`config.mk`:
```
export PLATFORM = sky130hd
export DESIGN_NAME = flow_controlled_byte_fifo_unit
export DESIGN_NICKNAME = d
export VERILOG_FILES = /design/src/hdl/fcbf_pkg.sv /design/src/hdl/flow_controlled_byte_fifo_unit.sv /design/src/hdl/fcbf_ram.sv
export SDC_FILE = /design/constraint.sdc
export NUM_CORES = 1
export LEC_CHECK = 0
export BUFFER_PORTS_ARGS = -buffer_cell sky130_fd_sc_hd__buf_2
export CAP_MARGIN = 20
export CORE_MARGIN = 2
export CORE_UTILIZATION = 61
export CTS_CLUSTER_SIZE = 20
export DETAILED_ROUTE_END_ITERATION = 8
export PLACE_DENSITY = 0.84
export SETUP_SLACK_MARGIN = 0.15
export SLEW_MARGIN = 0
export SYNTH_ARGS = -nofsm -noshare
export SYNTH_HDL_FRONTEND = slang
export SYNTH_SLANG_ARGS = --single-unit
```
`constraint.sdc`:
```
create_clock -name i_clk -period 5.2 [get_ports i_clk]
set_clock_uncertainty 0.1 [all_clocks]
set_input_delay 0.26 -clock i_clk [delete_from_list [all_inputs] [get_ports i_clk]]
set_output_delay 0.26 -clock i_clk [all_outputs]
set_load 0.1 [all_outputs]
```
`src/hdl/fcbf_pkg.sv`:
```
package fcbf_pkg;

    localparam int DEPTH = 64;
    localparam int PTR_W = (DEPTH > 1) ? $clog2(DEPTH) : 1;
    localparam int CNT_W = 7;
    localparam int SUM_W = CNT_W + 1;

    localparam logic [CNT_W-1:0] CAP_RESET = CNT_W'(64);
    localparam logic [CNT_W-1:0] DEPTH_CNT = CNT_W'(DEPTH);

    localparam logic [2:0] ACT_WRITE = 3'd0;
    localparam logic [2:0] ACT_PEEK  = 3'd1;
    localparam logic [2:0] ACT_POP   = 3'd2;
    localparam logic [2:0] ACT_READ  = 3'd3;
    localparam logic [2:0] ACT_END   = 3'd4;

    typedef struct packed {
        logic [2:0]       action;
        logic [7:0]       data_byte;
        logic [CNT_W-1:0] length;
    } t_fifo_in;

    typedef struct packed {
        logic [7:0]       out_byte;
        logic             byte_valid;
        logic             last;
        logic             write_accepted;
        logic [CNT_W-1:0] buffered_count;
        logic [CNT_W-1:0] space_left;
        logic [31:0]      total_written;
        logic [31:0]      total_read;
        logic             input_closed;
        logic             stream_done;
    } t_fifo_res;

    function automatic logic [PTR_W-1:0] next_ptr(input logic [PTR_W-1:0] p);
        logic [PTR_W-1:0] r;
        r = (p == PTR_W'(DEPTH - 1)) ? '0 : p + PTR_W'(1);
        return r;
    endfunction

endpackage

```
`src/hdl/flow_controlled_byte_fifo_unit.sv`:
```
// Byte FIFO with capacity limit; results appear in the cycle after the command is taken.
// Write, pop, end input and empty requests: one result, next command accepted every cycle.
// Peek/read of n bytes (length capped at the fill): n results on consecutive cycles,
// one store read per cycle; busy stays high until the last store read is issued.
// Synchronous active-low reset clears pointers, count, totals and flags; capacity resets
// to 64; store contents are not cleared. The receiver cannot stall.
module flow_controlled_byte_fifo_unit (
    input  logic                    i_clk,
    input  logic                    i_rst_n,
    input  logic                    start,
    output logic                    busy,
    input  fcbf_pkg::t_fifo_in      i_in,
    output logic                    o_res_valid,
    output fcbf_pkg::t_fifo_res     o_res,
    input  logic                    i_cfg_valid,
    output logic                    o_cfg_ready,
    input  logic [fcbf_pkg::CNT_W-1:0] i_cfg_data
);

    localparam int PW = fcbf_pkg::PTR_W;
    localparam int CW = fcbf_pkg::CNT_W;
    localparam int SW = fcbf_pkg::SUM_W;

    logic [PW-1:0] r_head, n_head;
    logic [PW-1:0] r_tail, n_tail;
    logic [CW-1:0] r_fill, n_fill;
    logic [31:0]   r_tot_wr, n_tot_wr;
    logic [31:0]   r_tot_rd, n_tot_rd;
    logic          r_ended, n_ended;
    logic [CW-1:0] r_cap;
    logic          r_busy, n_busy;
    logic [PW-1:0] r_rd_ptr, n_rd_ptr;
    logic [CW-1:0] r_remain, n_remain;
    logic          r_res_valid, n_res_valid;
    logic          r_last, n_last;
    logic          r_wr_ok, n_wr_ok;
    logic          r_from_ram, n_from_ram;

    logic          accept;
    logic [CW-1:0] eff_cap;
    logic [CW-1:0] space;
    logic [CW-1:0] nsel;
    logic [SW-1:0] head_sum;
    logic [PW-1:0] head_adv;
    logic          mem_we;
    logic [PW-1:0] mem_raddr;
    logic [7:0]    mem_q;

    assign accept      = start && !r_busy;
    assign busy        = r_busy;
    assign o_cfg_ready = !r_busy;

    assign eff_cap  = (r_cap > fcbf_pkg::DEPTH_CNT) ? fcbf_pkg::DEPTH_CNT : r_cap;
    assign space    = (r_fill >= eff_cap) ? '0 : eff_cap - r_fill;
    assign nsel     = (i_in.length < r_fill) ? i_in.length : r_fill;
    assign head_sum = SW'(r_head) + SW'(nsel);
    assign head_adv = (head_sum >= SW'(fcbf_pkg::DEPTH))
                      ? PW'(head_sum - SW'(fcbf_pkg::DEPTH)) : PW'(head_sum);

    assign mem_we    = accept && (i_in.action == fcbf_pkg::ACT_WRITE) && (space != '0);
    assign mem_raddr = r_busy ? r_rd_ptr : r_head;

    fcbf_ram #(
        .DEPTH  (fcbf_pkg::DEPTH),
        .WIDTH  (8),
        .ADDR_W (PW)
    ) u_ram (
        .i_clk   (i_clk),
        .i_we    (mem_we),
        .i_waddr (r_tail),
        .i_wdata (i_in.data_byte),
        .i_raddr (mem_raddr),
        .o_rdata (mem_q)
    );

    always_comb begin
        n_head      = r_head;
        n_tail      = r_tail;
        n_fill      = r_fill;
        n_tot_wr    = r_tot_wr;
        n_tot_rd    = r_tot_rd;
        n_ended     = r_ended;
        n_busy      = r_busy;
        n_rd_ptr    = r_rd_ptr;
        n_remain    = r_remain;
        n_res_valid = 1'b0;
        n_last      = 1'b1;
        n_wr_ok     = 1'b0;
        n_from_ram  = 1'b0;
        if (r_busy) begin
            n_res_valid = 1'b1;
            n_from_ram  = 1'b1;
            n_last      = (r_remain == CW'(1));
            n_busy      = (r_remain > CW'(1));
            n_remain    = r_remain - CW'(1);
            n_rd_ptr    = fcbf_pkg::next_ptr(r_rd_ptr);
        end else if (accept) begin
            n_res_valid = 1'b1;
            unique case (i_in.action)
                fcbf_pkg::ACT_WRITE: begin
                    if (space != '0) begin
                        n_wr_ok  = 1'b1;
                        n_tail   = fcbf_pkg::next_ptr(r_tail);
                        n_fill   = r_fill + CW'(1);
                        n_tot_wr = r_tot_wr + 32'd1;
                    end
                end
                fcbf_pkg::ACT_PEEK, fcbf_pkg::ACT_READ: begin
                    if (nsel != '0) begin
                        n_from_ram = 1'b1;
                        n_last     = (nsel == CW'(1));
                        n_busy     = (nsel > CW'(1));
                        n_remain   = nsel - CW'(1);
                        n_rd_ptr   = fcbf_pkg::next_ptr(r_head);
                    end
                    if (i_in.action == fcbf_pkg::ACT_READ) begin
                        n_head   = head_adv;
                        n_fill   = r_fill - nsel;
                        n_tot_rd = r_tot_rd + 32'(nsel);
                    end
                end
                fcbf_pkg::ACT_POP: begin
                    n_head   = head_adv;
                    n_fill   = r_fill - nsel;
                    n_tot_rd = r_tot_rd + 32'(nsel);
                end
                fcbf_pkg::ACT_END: begin
                    n_ended = 1'b1;
                end
                default: begin
                end
            endcase
        end
    end

    always_ff @(posedge i_clk) begin
        if (!i_rst_n) begin
            r_head      <= '0;
            r_tail      <= '0;
            r_fill      <= '0;
            r_tot_wr    <= '0;
            r_tot_rd    <= '0;
            r_ended     <= 1'b0;
            r_cap       <= fcbf_pkg::CAP_RESET;
            r_busy      <= 1'b0;
            r_rd_ptr    <= '0;
            r_remain    <= '0;
            r_res_valid <= 1'b0;
        end else begin
            r_head      <= n_head;
            r_tail      <= n_tail;
            r_fill      <= n_fill;
            r_tot_wr    <= n_tot_wr;
            r_tot_rd    <= n_tot_rd;
            r_ended     <= n_ended;
            r_busy      <= n_busy;
            r_rd_ptr    <= n_rd_ptr;
            r_remain    <= n_remain;
            r_res_valid <= n_res_valid;
            if (i_cfg_valid && o_cfg_ready) begin
                r_cap <= i_cfg_data;
            end
        end
    end

    always_ff @(posedge i_clk) begin
        r_last     <= n_last;
        r_wr_ok    <= n_wr_ok;
        r_from_ram <= n_from_ram;
    end

    // status fields reflect the state after the step; state is frozen until the
    // last result of an item has been shown
    assign o_res_valid          = r_res_valid;
    assign o_res.out_byte       = r_from_ram ? mem_q : 8'd0;
    assign o_res.byte_valid     = r_from_ram;
    assign o_res.last           = r_last;
    assign o_res.write_accepted = r_wr_ok;
    assign o_res.buffered_count = r_fill;
    assign o_res.space_left     = space;
    assign o_res.total_written  = r_tot_wr;
    assign o_res.total_read     = r_tot_rd;
    assign o_res.input_closed   = r_ended;
    assign o_res.stream_done    = r_ended && (r_fill == '0);

endmodule

```
`src/hdl/fcbf_ram.sv`:
```
module fcbf_ram #(
    parameter int DEPTH  = 64,
    parameter int WIDTH  = 8,
    parameter int ADDR_W = 6
) (
    input  logic              i_clk,
    input  logic              i_we,
    input  logic [ADDR_W-1:0] i_waddr,
    input  logic [WIDTH-1:0]  i_wdata,
    input  logic [ADDR_W-1:0] i_raddr,
    output logic [WIDTH-1:0]  o_rdata
);

    logic [WIDTH-1:0] r_mem [DEPTH];
    logic [WIDTH-1:0] r_q;

    always_ff @(posedge i_clk) begin
        if (i_we) begin
            r_mem[i_waddr] <= i_wdata;
        end
        r_q <= r_mem[i_raddr];
    end

    assign o_rdata = r_q;

endmodule
```
==> results of run 1 <==
-- critical path, cell delays in order (launching register included) --
cell and delay [ns]:
dfxtp_1 0.43, inv_1 0.15, ha_1 0.32, a21oi_1 0.16
o21ai_0 0.14, a31oi_1 0.28, o21a_2 0.37, mux2i_2 0.38
inv_1 0.16, ha_1 0.24, fa_1 0.40, a21o_1 0.17
a21oi_1 0.19, nand2b_1 0.22, a211o_1 0.24, nor2_1 0.14
nand2_1 0.10, xor2_1 0.15, nor2_1 0.06
-- final cells by class --
class	count	area share [%]
flip-flops and latches	629	57.9
clock buffers	76	5.17
clock inverters	37	1.33
repair buffers	204	4.53
inverters	36	0.442
multi-input cells	1037	28.2
well taps	585	2.39
-- per-stage QoR --
stage	setup WS (ns)	utilization [%]	instances	instance area (um2)	total power, W
after global placement	0.796	65.4	2473	28400	0.00672
after floorplan	0.304	-	1799	26900	0.00645
after global routing	0.281	70.6	2604	30600	0.0114
final	0.595	70.6	2604	30600	0.0111
after detailed placement	0.522	65.6	2476	28400	0.00675
after CTS	0.418	70.4	2600	30500	0.0111
-- cells in the mapped netlist, drive strengths merged, types with 21 or more instances --
cell type	count	area share, %
nand3	26	0.52
dfxtp	117	8.7
xor2	27	0.88
edfxtp	512	57
nor2	147	2.1
xnor2	28	0.91
mux2i	23	0.86
mux4	128	11
a31oi	24	0.58
clkbuf	56	0.90
and2	48	1.1
a21oi	74	1.4
nand2	152	2.1
buf	41	0.92
inv	36	0.50
a211oi	47	1.3
ha	43	2.0
or3	21	0.51
o21ai	36	0.67
-- flip-flops by register name, summed over array words and instances (netlist names) --
| register | cells |
|---|---|
| r_tot_wr | 32 |
| r_cap | 7 |
| u_ram.o_rdata | 8 |
| r_wr_ok | 1 |
| u_ram.r_mem | 512 |
| r_rd_ptr | 6 |
| r_fill | 7 |
| r_from_ram | 1 |
| r_last | 1 |
| busy | 1 |
| r_ended | 1 |
| r_head | 6 |
| r_remain | 7 |
| r_tot_rd | 32 |
| o_res_valid | 1 |
| r_tail | 6 |
-- kinds of logic after synthesis --
| family | after synthesis |
|---|---|
| xor gates and xnor gates | 55 |
| AOI/OAI and AO/OA | 266 |
| DFF | 629 |
| and+or+nand+nor | 511 |
| adders and majority gates | 47 |
| buffers and inverters | 133 |
| muxes | 158 |
-- report_power, final --
group          leakage, nW  internal, W  switching, W  total, W
combinational         4.17     0.000356      0.000807   0.00116
sequential            5.55      0.00547     0.0000454   0.00552
clock                0.945      0.00247       0.00194   0.00441
-- placed cells by master (no fill, tap or decap), types with 24 or more instances in the layout --
cell type    n
a211oi_1    47
o21ai_0     35
inv_1       35
edfxtp_1   512
buf_4       59
nor2_1     143
a21oi_1     72
nand3_1     24
xnor2_1     28
nand2_1    152
xor2_1      27
ha_1        43
and2_1      48
mux4_2     128
dfxtp_1    117
clkbuf_16   61
buf_2      122
-- metal layers --
layer  global-route usage [%]  vias up
met3                     5.42      207
met1                     38.7     8487
met2                     48.4     1090
met4                     13.1        0
li1                         -     7301
met5                        0        -
-- worst paths after layout --
check | slack, ns | startpoint | endpoint
max reg2reg | 0.60 | r_fill[2]$_SDFFE_PN0P_ | r_tot_rd[30]$_SDFFE_PN0P_
min reg2reg | 0.38 | r_tot_rd[4]$_SDFFE_PN0P_ | r_tot_rd[4]$_SDFFE_PN0P_
min | 0.03 | i_in[10] | u_ram.r_mem[50][3]$_DFFE_PP_
max | 0.60 | r_fill[2]$_SDFFE_PN0P_ | r_tot_rd[30]$_SDFFE_PN0P_
-- repair_timing --
item | 4_1_cts | 5_1_grt
hold buffers | 11 | 0
hold endpoints to repair | 11 | 0
endpoints found under the setup margin | 0 | 9
gates resized for setup | 0 | 2
==> results.py, run 1 <==
metrics = {
    "logic_synthesis": {
        "synthMuxAreaShare_pct": 11.9,
        "synth_top_family_by_area": "multiplexers",
        "synth-xor-area-share_pct": 1.79,
        "synth-compound-area-share_pct": 6.61,
        "ys_seq_elements": 629,
        "ys.flop_type": "edfxtp_1",
        "synth.avg_cell_area_um2": 15.0,
        "synth-edff-count": 512,
        "yosysSeqAreaShare_pct": 65.8,
        "synth_nets": 1875,
        "ys_warn_count": 0,
        "synth-adder-area-share_pct": 2.30,
        "ys_async_sr_fraction_pct": 0,
        "synthDistinctLibCells": 76,
        "syn_inst": 1799,
        "syn_area_um2": 26900,
        "yosys.area_share.simple_pct": 9.32,
    },
    "floorplan": {
        "die_h_um": 214,
        "start_util_pct": 62.1,
        "io_pins": 123,
        "core-area_um2": 43400,
        "num_rows": 76,
        "die-width_um": 214,
        "die-area_um2": 45800,
    },
    "clocking": {
        "cts_tree": "done",
        "cts_root_buf": "clkbuf_16",
        "clk_path_buf_depth": 3,
        "clkSinkCount": 629,
        "cts_buffers": 61,
        "clkTransAtPathRegs_ns": 0.06,
        "ctsHtreeMaxLevel": 2,
        "post_cts.repair.setup_buffers": 0,
        "worstSkewPairLatency_ns": 0.64,
    },
    "final_layout": {
        "multi_input_area_um2": 8640,
        "drive_gt1_share_pct": 22.2,
        "layout.nets": 2045,
        "insertedDiodeCount": 0,
        "fillers": 2700,
        "syn_to_final_growth_pct": 13.7,
        "seq_area_um2": 17700,
    },
    "sta": {
        "setup-violations-final": 0,
        "post-route-period-util_pct": 88.6,
        "tightest_slew_ns": 0.881,
        "grt_setup_unrepaired": "no",
        "hold_ws_ns": 0.0255,
        "slew_viol_final": 0,
        "finalCriticalPeriod_ns": 4.60,
        "hold_viol": 0,
        "max_freq_mhz": 217,
        "slew_headroom_pct": 41.1,
        "setup_tns_ns": 0,
    },
    "placement": {
        "gp_congestion": 0.956,
        "hpwl_um": 39600,
        "numPortBuffers": 122,
    },
    "drt": {
        "avgRoutedWirePerCell_um": 25.7,
        "drt_wl_total_um": 67000,
        "dr_wl_met2_um": 33000,
        "drtPass1Iterations": 5,
        "vias_per_cell": 6.56,
        "top_layer_used": "met4",
        "antenna_left": 0,
        "drt_iter0_markers": 1811,
        "detail_route.drc_violations": 0,
        "wl_met1_um": 24700,
        "wl_met3_um": 6220,
        "vias": 17085,
    },
    "pwr": {
        "cellLeakagePower_nw": 10.7,
        "p_per_area_nw_per_um2": 363,
        "ir_worst_vdd_mv": 0.405,
    },
    "critical_path": {
        "end_kind": "flip-flop",
        "worstSetupPathType": "reg2reg",
        "critical_path_peak_fanout": 13,
        "cp.arrival_ns": 4.98,
        "critical_path.startpoint_type": "flip-flop",
        "critical_path_required_ns": 5.58,
        "r2r_cells": 18,
    },
    "min_path": {
        "min_path_cells": 1,
        "hp-class": "in2reg",
    },
    "run_status": {
        "status": "finished, final reports clean",
    },
    "global_route": {
        "grt_overflow": 0,
        "first_global_vias": 17039,
        "track_usage_pct": 29.4,
        "grt_max_degree": 84,
        "grt_pass1_wl_um": 103000,
        "antenna_found_initial": 0,
    },
    "job": {
        "cap_viol_max_count": 0,
    },
}
(Power assumes the default switching activity.)
==> inputs of run 2 (changes only) <==
- SYNTH_HIERARCHICAL: not set -> 1
==> run 2 against run 1 <==
Sequential cell count unchanged; sequential share of layout area up 0.58 points; via count decreased by 3.4%; design area decreased by 0.99%; largest power group unchanged; highest routed layer unchanged.
==> results.py, run 2 <==
metrics = {
    "sta": {
        "setup_ws_ns": 0.434,
        "slew_viol_final": 0,
        "tightest_slew_ns": 1.00,
        "max_freq_mhz": 210,
        "grt_setup_unrepaired": "no",
        "setup_tns_ns": 0,
        "finalCriticalPeriod_ns": 4.77,
        "post-route-period-util_pct": 91.6,
        "slew_headroom_pct": 31.6,
        "hold_viol": 0,
        "setup-violations-final": 0,
    },
    "floorplan": {
        "die_h_um": 214,
        "io_pins": 123,
        "die-width_um": 214,
        "die-area_um2": 45800,
        "num_rows": 76,
        "start_util_pct": 62.2,
        "core-area_um2": 43300,
    },
    "pwr": {
        "p_per_area_nw_per_um2": 365,
        "power_w": 0.0111,
        "cellLeakagePower_nw": 10.1,
        "ir_worst_vdd_mv": 0.325,
    },
    "logic_synthesis": {
        "synth_nets": 1841,
        "synth_commonest_cells": "512 x edfxtp_1, 178 x nor2_1, 126 x mux4_2",
        "ys_seq_elements": 629,
        "synth-edff-count": 512,
        "synth.top_cells.by_area": "edfxtp_1 57%, mux4_2 11%, dfxtp_1 8.7%",
        "yosysTopAreaCell": "edfxtp_1",
        "ys.flop_type": "edfxtp_1",
        "yosysMostFrequentCell": "edfxtp_1",
        "synth.top_cell.area_share_pct": 57.1,
        "synth.avg_cell_area_um2": 15.2,
        "synthDistinctLibCells": 78,
        "ys_warn_count": 6,
        "yosysSeqAreaShare_pct": 65.8,
        "syn_area_um2": 26900,
        "ys_async_sr_fraction_pct": 0,
        "syn_inst": 1765,
    },
    "global_route": {
        "use_met3_pct": 5.65,
        "grt_overflow": 0,
        "grt_max_degree": 86,
        "grt_use_met1_pct": 35.8,
        "antenna_found_initial": 0,
        "grt_pass1_wl_um": 95200,
        "busiest_layer": "met2",
        "first_global_vias": 16478,
        "track_usage_pct": 27.1,
        "grt_util_met2_pct": 45.2,
    },
    "placement": {
        "hpwl_um": 37800,
        "dp_cells": 2430,
        "gp_congestion": 0.906,
        "dp_slack_ns": 0.662,
        "dpl_cell_area_um2": 28200,
        "numPortBuffers": 122,
    },
    "critical_path": {
        "cp_slowest_stage_delay_ns": 0.76,
        "end_kind": "flip-flop",
        "cp.arrival_ns": 4.91,
        "critical_path_required_ns": 5.34,
        "cpMaxStageDelayCell": "nor2_1",
        "crit_start": "r_fill[4]$_SDFFE_PN0P_",
        "critical_path.startpoint_type": "flip-flop",
        "cp_cell_sequence": "inv_1 > ha_1 > or4b_2 > o2111ai_1 > a311oi_1 > and4_1 > nand2b_1 > inv_2 > nor2b_1 > nand3_1 > nor2_1",
        "r2r_end": "u_ram/r_mem[6][1]$_DFFE_PP_",
        "worstSetupPathType": "reg2reg",
        "cp.depth": 11,
        "crit_end": "u_ram/r_mem[6][1]$_DFFE_PP_",
        "critical_path_peak_fanout": 16,
        "cpLargestDelayFamily": "simple AND/OR/NAND/NOR gates",
        "r2r_cells": 11,
        "r2r-start": "r_fill[4]$_SDFFE_PN0P_",
        "r2r_slack_ns": 0.43,
        "cp.buffers_inverters": 2,
    },
    "final_layout": {
        "reg_top3": "u_ram/r_mem: 512 flops, r_tot_rd: 32 flops, r_tot_wr: 32 flops",
        "final_cell_count_no_fill": 2555,
        "layout.nets": 1994,
        "largest_reg_flops": 512,
        "insertedDiodeCount": 0,
        "drive_gt1_share_pct": 21.9,
        "fin_area_um2": 30300,
        "final_cell_mix": "512 x edfxtp_1, 178 x nor2_1, 126 x mux4_2, 122 x buf_2, 117 x dfxtp_1",
        "final_common_cell": "edfxtp_1",
        "syn_to_final_growth_pct": 12.6,
        "top_register": "u_ram/r_mem",
    },
    "min_path": {
        "min_path_cells": 5,
        "hp-class": "in2reg",
    },
    "clocking": {
        "cts_tree": "done",
        "cts_buffers": 60,
        "cts_root_buf": "clkbuf_16",
        "clkSinkCount": 629,
        "clkTransAtPathRegs_ns": 0.06,
        "worstSkewPairLatency_ns": 0.62,
        "ctsHtreeMaxLevel": 2,
        "clk_path_buf_depth": 3,
    },
    "drt": {
        "vias_per_cell": 6.46,
        "drt_wl_total_um": 62400,
        "avgRoutedWirePerCell_um": 24.4,
        "drtPass1Iterations": 6,
        "drt_iter0_markers": 1784,
        "detail_route.drc_violations": 0,
        "vias": 16511,
        "antenna_left": 0,
    },
    "job": {
        "cap_viol_max_count": 0,
    },
    "run_status": {
        "status": "finished, final reports clean",
    },
}
-- run 2: per-layer routing --
layer,up-vias,wire length (um)
met3,149,6010
met5,-,0
met2,947,30500
met1,8267,23800
li1,7148,-
met4,0,2180
-- run 2: worst min-delay path by stage --
stage                                  endpoint                      from
floorplan           u_ram/r_mem[0][0]$_DFFE_PP_                   i_in[7]
global placement       r_tot_rd[3]$_SDFFE_PN0P_  r_tot_rd[3]$_SDFFE_PN0P_
detailed placement     r_tot_rd[4]$_SDFFE_PN0P_  r_tot_rd[4]$_SDFFE_PN0P_
CTS                    r_rd_ptr[4]$_SDFFE_PN0P_                  i_in[15]
global route           r_rd_ptr[4]$_SDFFE_PN0P_                  i_in[15]
finish                 r_rd_ptr[4]$_SDFFE_PN0P_                  i_in[15]
-- run 2: cells by family after synthesis --
logic type	synth area share, %
AO/OA/AOI/OAI	5.05
flip-flops	65.8
AND/OR/NAND/NOR	9.25
adder cells (fa/ha/maj)	2.30
XOR/XNOR	2.12
buffers and inverters	2.19
multiplexers	13.2
-- run 2: report_power, final --
group	switching (W)	internal, W	total [W]
combinational	0.000789	0.000352	0.00114
clock	0.00194	0.00247	0.00440
sequential	0.0000411	0.00548	0.00552
-- run 2: repair_timing --
action	CTS	global route
endpoints found under the hold margin	9	8
buffers inserted	0	0
hold buffers	9	1
resized for setup	0	0
-- run 2: worst register-to-register path, delay by kind of cell (launching register included) --
family	cells	cell delay, ns
buffers and inverters	2	0.45
adder cells (fa/ha/maj)	1	0.42
AND/OR/NAND/NOR	6	2.78
flip-flops	1	0.44
AO/OA/AOI/OAI	2	0.21
-- run 2: layout make-up --
type	instances	area (um2)
Clock buffer	77	1650
Fill cell	2669	13000
Clock inverter	37	368
Sequential cell	629	17700
Tap cell	585	732
Timing Repair Buffer	178	1090
Inverter	29	109
Multi-Input combinational cell	1020	8630
-- run 2: per-stage QoR --
stage / utilization, % / hold WS, ns
final: 70.0 / 0.0397
after global routing: 70.0 / 0.0453
after CTS: 70.0 / 0.00183
after detailed placement: 65.1 / 0.371
after global placement: 65.1 / 0.360
after floorplan: - / 0.259
==> inputs of run 3 (changes only) <==
==> constraint.sdc (replaced) <==
create_clock -name i_clk -period 5.2 [get_ports i_clk]
set_clock_uncertainty 0.1 [all_clocks]
set_input_delay 0 -clock i_clk [delete_from_list [all_inputs] [get_ports i_clk]]
set_output_delay 0 -clock i_clk [all_outputs]
set_load 0.1 [all_outputs]
==> run 3 against run 2 <==
Via count increased by 1.5%; core utilization increased by 0.88 points; wire length increased by 3.6%; worst hold slack improved by 0.11 ns; sequential share of layout area decreased by 0.72 points; global-route usage increased by 1.2 points; sequential cell count unchanged; register-to-register slack improved by 0.09 ns; non-clock buffer count increased by 28; largest power group unchanged.
==> results.py, run 3 (synthesized netlist as in run 2, its figures left out) <==
metrics = {
    "floorplan": {
        "die-width_um": 214,
        "die-area_um2": 45800,
        "start_util_pct": 62.2,
        "core-area_um2": 43300,
        "die_h_um": 214,
        "num_rows": 76,
        "io_pins": 123,
    },
    "global_route": {
        "track_usage_pct": 28.3,
        "grt_pass1_wl_um": 99500,
        "grt_util_met2_pct": 47.2,
        "use_met3_pct": 5.16,
        "first_global_vias": 16734,
        "grt_use_met1_pct": 37.5,
        "antenna_found_initial": 0,
        "grt_overflow": 0,
        "grt_max_degree": 86,
        "busiest_layer": "met2",
    },
    "drt": {
        "avgRoutedWirePerCell_um": 25.0,
        "vias": 16752,
        "drt_iter0_markers": 2048,
        "drtPass1Iterations": 7,
        "antenna_left": 0,
        "vias_per_cell": 6.49,
        "drt_wl_total_um": 64600,
        "detail_route.drc_violations": 0,
    },
    "clocking": {
        "cts_tree": "done",
        "clkTransAtPathRegs_ns": 0.07,
        "clk_path_buf_depth": 3,
        "worstSkewPairLatency_ns": 0.64,
        "cts_buffers": 60,
        "clkSinkCount": 629,
        "cts_root_buf": "clkbuf_16",
        "post_cts.repair.setup_buffers": 0,
        "ctsHtreeMaxLevel": 2,
    },
    "pwr": {
        "power_w": 0.0113,
        "ir_worst_vdd_mv": 0.377,
        "p_per_area_nw_per_um2": 370,
        "cellLeakagePower_nw": 10.3,
    },
    "sta": {
        "slew_viol_final": 0,
        "slew_headroom_pct": 33.5,
        "hold_ws_ns": 0.151,
        "hold_viol": 0,
        "setup-violations-final": 0,
        "finalCriticalPeriod_ns": 4.68,
        "max_freq_mhz": 214,
        "setup_tns_ns": 0,
        "grt_setup_unrepaired": "no",
        "tightest_slew_ns": 0.972,
        "post-route-period-util_pct": 90.0,
    },
    "final_layout": {
        "final_common_cell": "edfxtp_1",
        "layout.nets": 2022,
        "seq_area_um2": 17700,
        "top_register": "u_ram/r_mem",
        "drive_gt1_share_pct": 21.6,
        "fillers": 2622,
        "reg_top3": "u_ram/r_mem: 512 flops, r_tot_rd: 32 flops, r_tot_wr: 32 flops",
        "post-route-util_pct": 70.9,
        "largest_reg_flops": 512,
        "syn_to_final_growth_pct": 14.0,
        "multi_input_area_um2": 8630,
        "final_cell_mix": "512 x edfxtp_1, 178 x nor2_1, 126 x mux4_2, 122 x buf_2, 117 x dfxtp_1",
        "insertedDiodeCount": 0,
    },
    "placement": {
        "numPortBuffers": 122,
        "hpwl_um": 38600,
        "gp_congestion": 0.913,
    },
    "critical_path": {
        "cpMaxStageDelayCell": "nor2_1",
        "cp_slowest_stage_delay_ns": 0.77,
        "cp_cell_sequence": "inv_1 > ha_1 > or4b_2 > o2111ai_1 > a311oi_1 > and4_1 > nand2b_1 > inv_2 > nor2b_1 > nand2_1 > nor2_1",
        "end_kind": "flip-flop",
        "critical_path_peak_fanout": 16,
        "cp.arrival_ns": 4.84,
        "critical_path.startpoint_type": "flip-flop",
        "critical_path_required_ns": 5.36,
        "worstSetupPathType": "reg2reg",
    },
    "min_path": {
        "hp-class": "in2reg",
    },
    "job": {
        "cap_viol_max_count": 0,
    },
    "run_status": {
        "status": "finished, final reports clean",
    },
}
[run 3: cell count changes in the layout (fill, tap and decap cells not counted), moves of 2 or more]
cell,previous run,this run
dlygate4sd3_1,10,37
clkinvlp_4,14,3
bufinv_16,4,10
clkinv_2,5,10
clkinv_1,7,4
buf_4,43,45
inv_6,3,1
[run 3: routing by layer]
layer / vias up / routed length [um]
li1: 7191 / -
met1: 8386 / 24300
met2: 1003 / 32100
met3: 172 / 6060
met4: 0 / 2210
met5: - / 0
[run 3: power by group]
group	internal [W]	switching, W
registers	0.00548	0.0000418
logic	0.000367	0.000797
clock network	0.00278	0.00188
total	0.00863	0.00272
[run 3: area by class of cell]
class / instances / share of cell area (%)
repair buffers: 206 / 4.43
inverters: 29 / 0.355
well taps: 585 / 2.39
clock buffers: 80 / 5.51
flip-flops and latches: 629 / 57.8
clock inverters: 32 / 1.43
multi-input cells: 1020 / 28.1
[run 3: per-stage QoR]
stage | std cells | area, um2 | setup slack [ns]
after floorplan | 1765 | 26900 | 0.421
after global placement | 2432 | 28200 | 0.860
after detailed placement | 2432 | 28200 | 0.651
after CTS | 2581 | 30700 | 0.662
after global routing | 2581 | 30700 | 0.342
final | 2581 | 30700 | 0.520
[run 3: path summary, 6_finish.rpt]
| kind | depth (start not counted) | end | slack [ns] | start |
|---|---|---|---|---|
| hold reg to reg | 2 | r_tot_rd[4]$_SDFFE_PN0P_ | 0.38 | r_tot_rd[4]$_SDFFE_PN0P_ |
| setup reg to reg | 11 | u_ram/r_mem[58][7]$_DFFE_PP_ | 0.52 | r_fill[4]$_SDFFE_PN0P_ |
| hold / removal | 4 | o_res_valid$_SDFF_PN0_ | 0.15 | start |
| setup / recovery | 11 | u_ram/r_mem[58][7]$_DFFE_PP_ | 0.52 | r_fill[4]$_SDFFE_PN0P_ |
[run 3: timing repair]
item / in CTS / in global routing
gates resized for setup: 0 / 0
hold buffers: 37 / 0
endpoints found under the hold margin: 547 / 0
[run 3: worst max-delay path: cells and delay by family, from the launching register on]
| family | cells | cell delay [ns] |
|---|---|---|
| buffers and inverters | 2 | 0.41 |
| AOI/OAI and AO/OA | 2 | 0.20 |
| adders and majority gates | 1 | 0.41 |
| DFF | 1 | 0.44 |
| and+or+nand+nor | 6 | 2.73 |
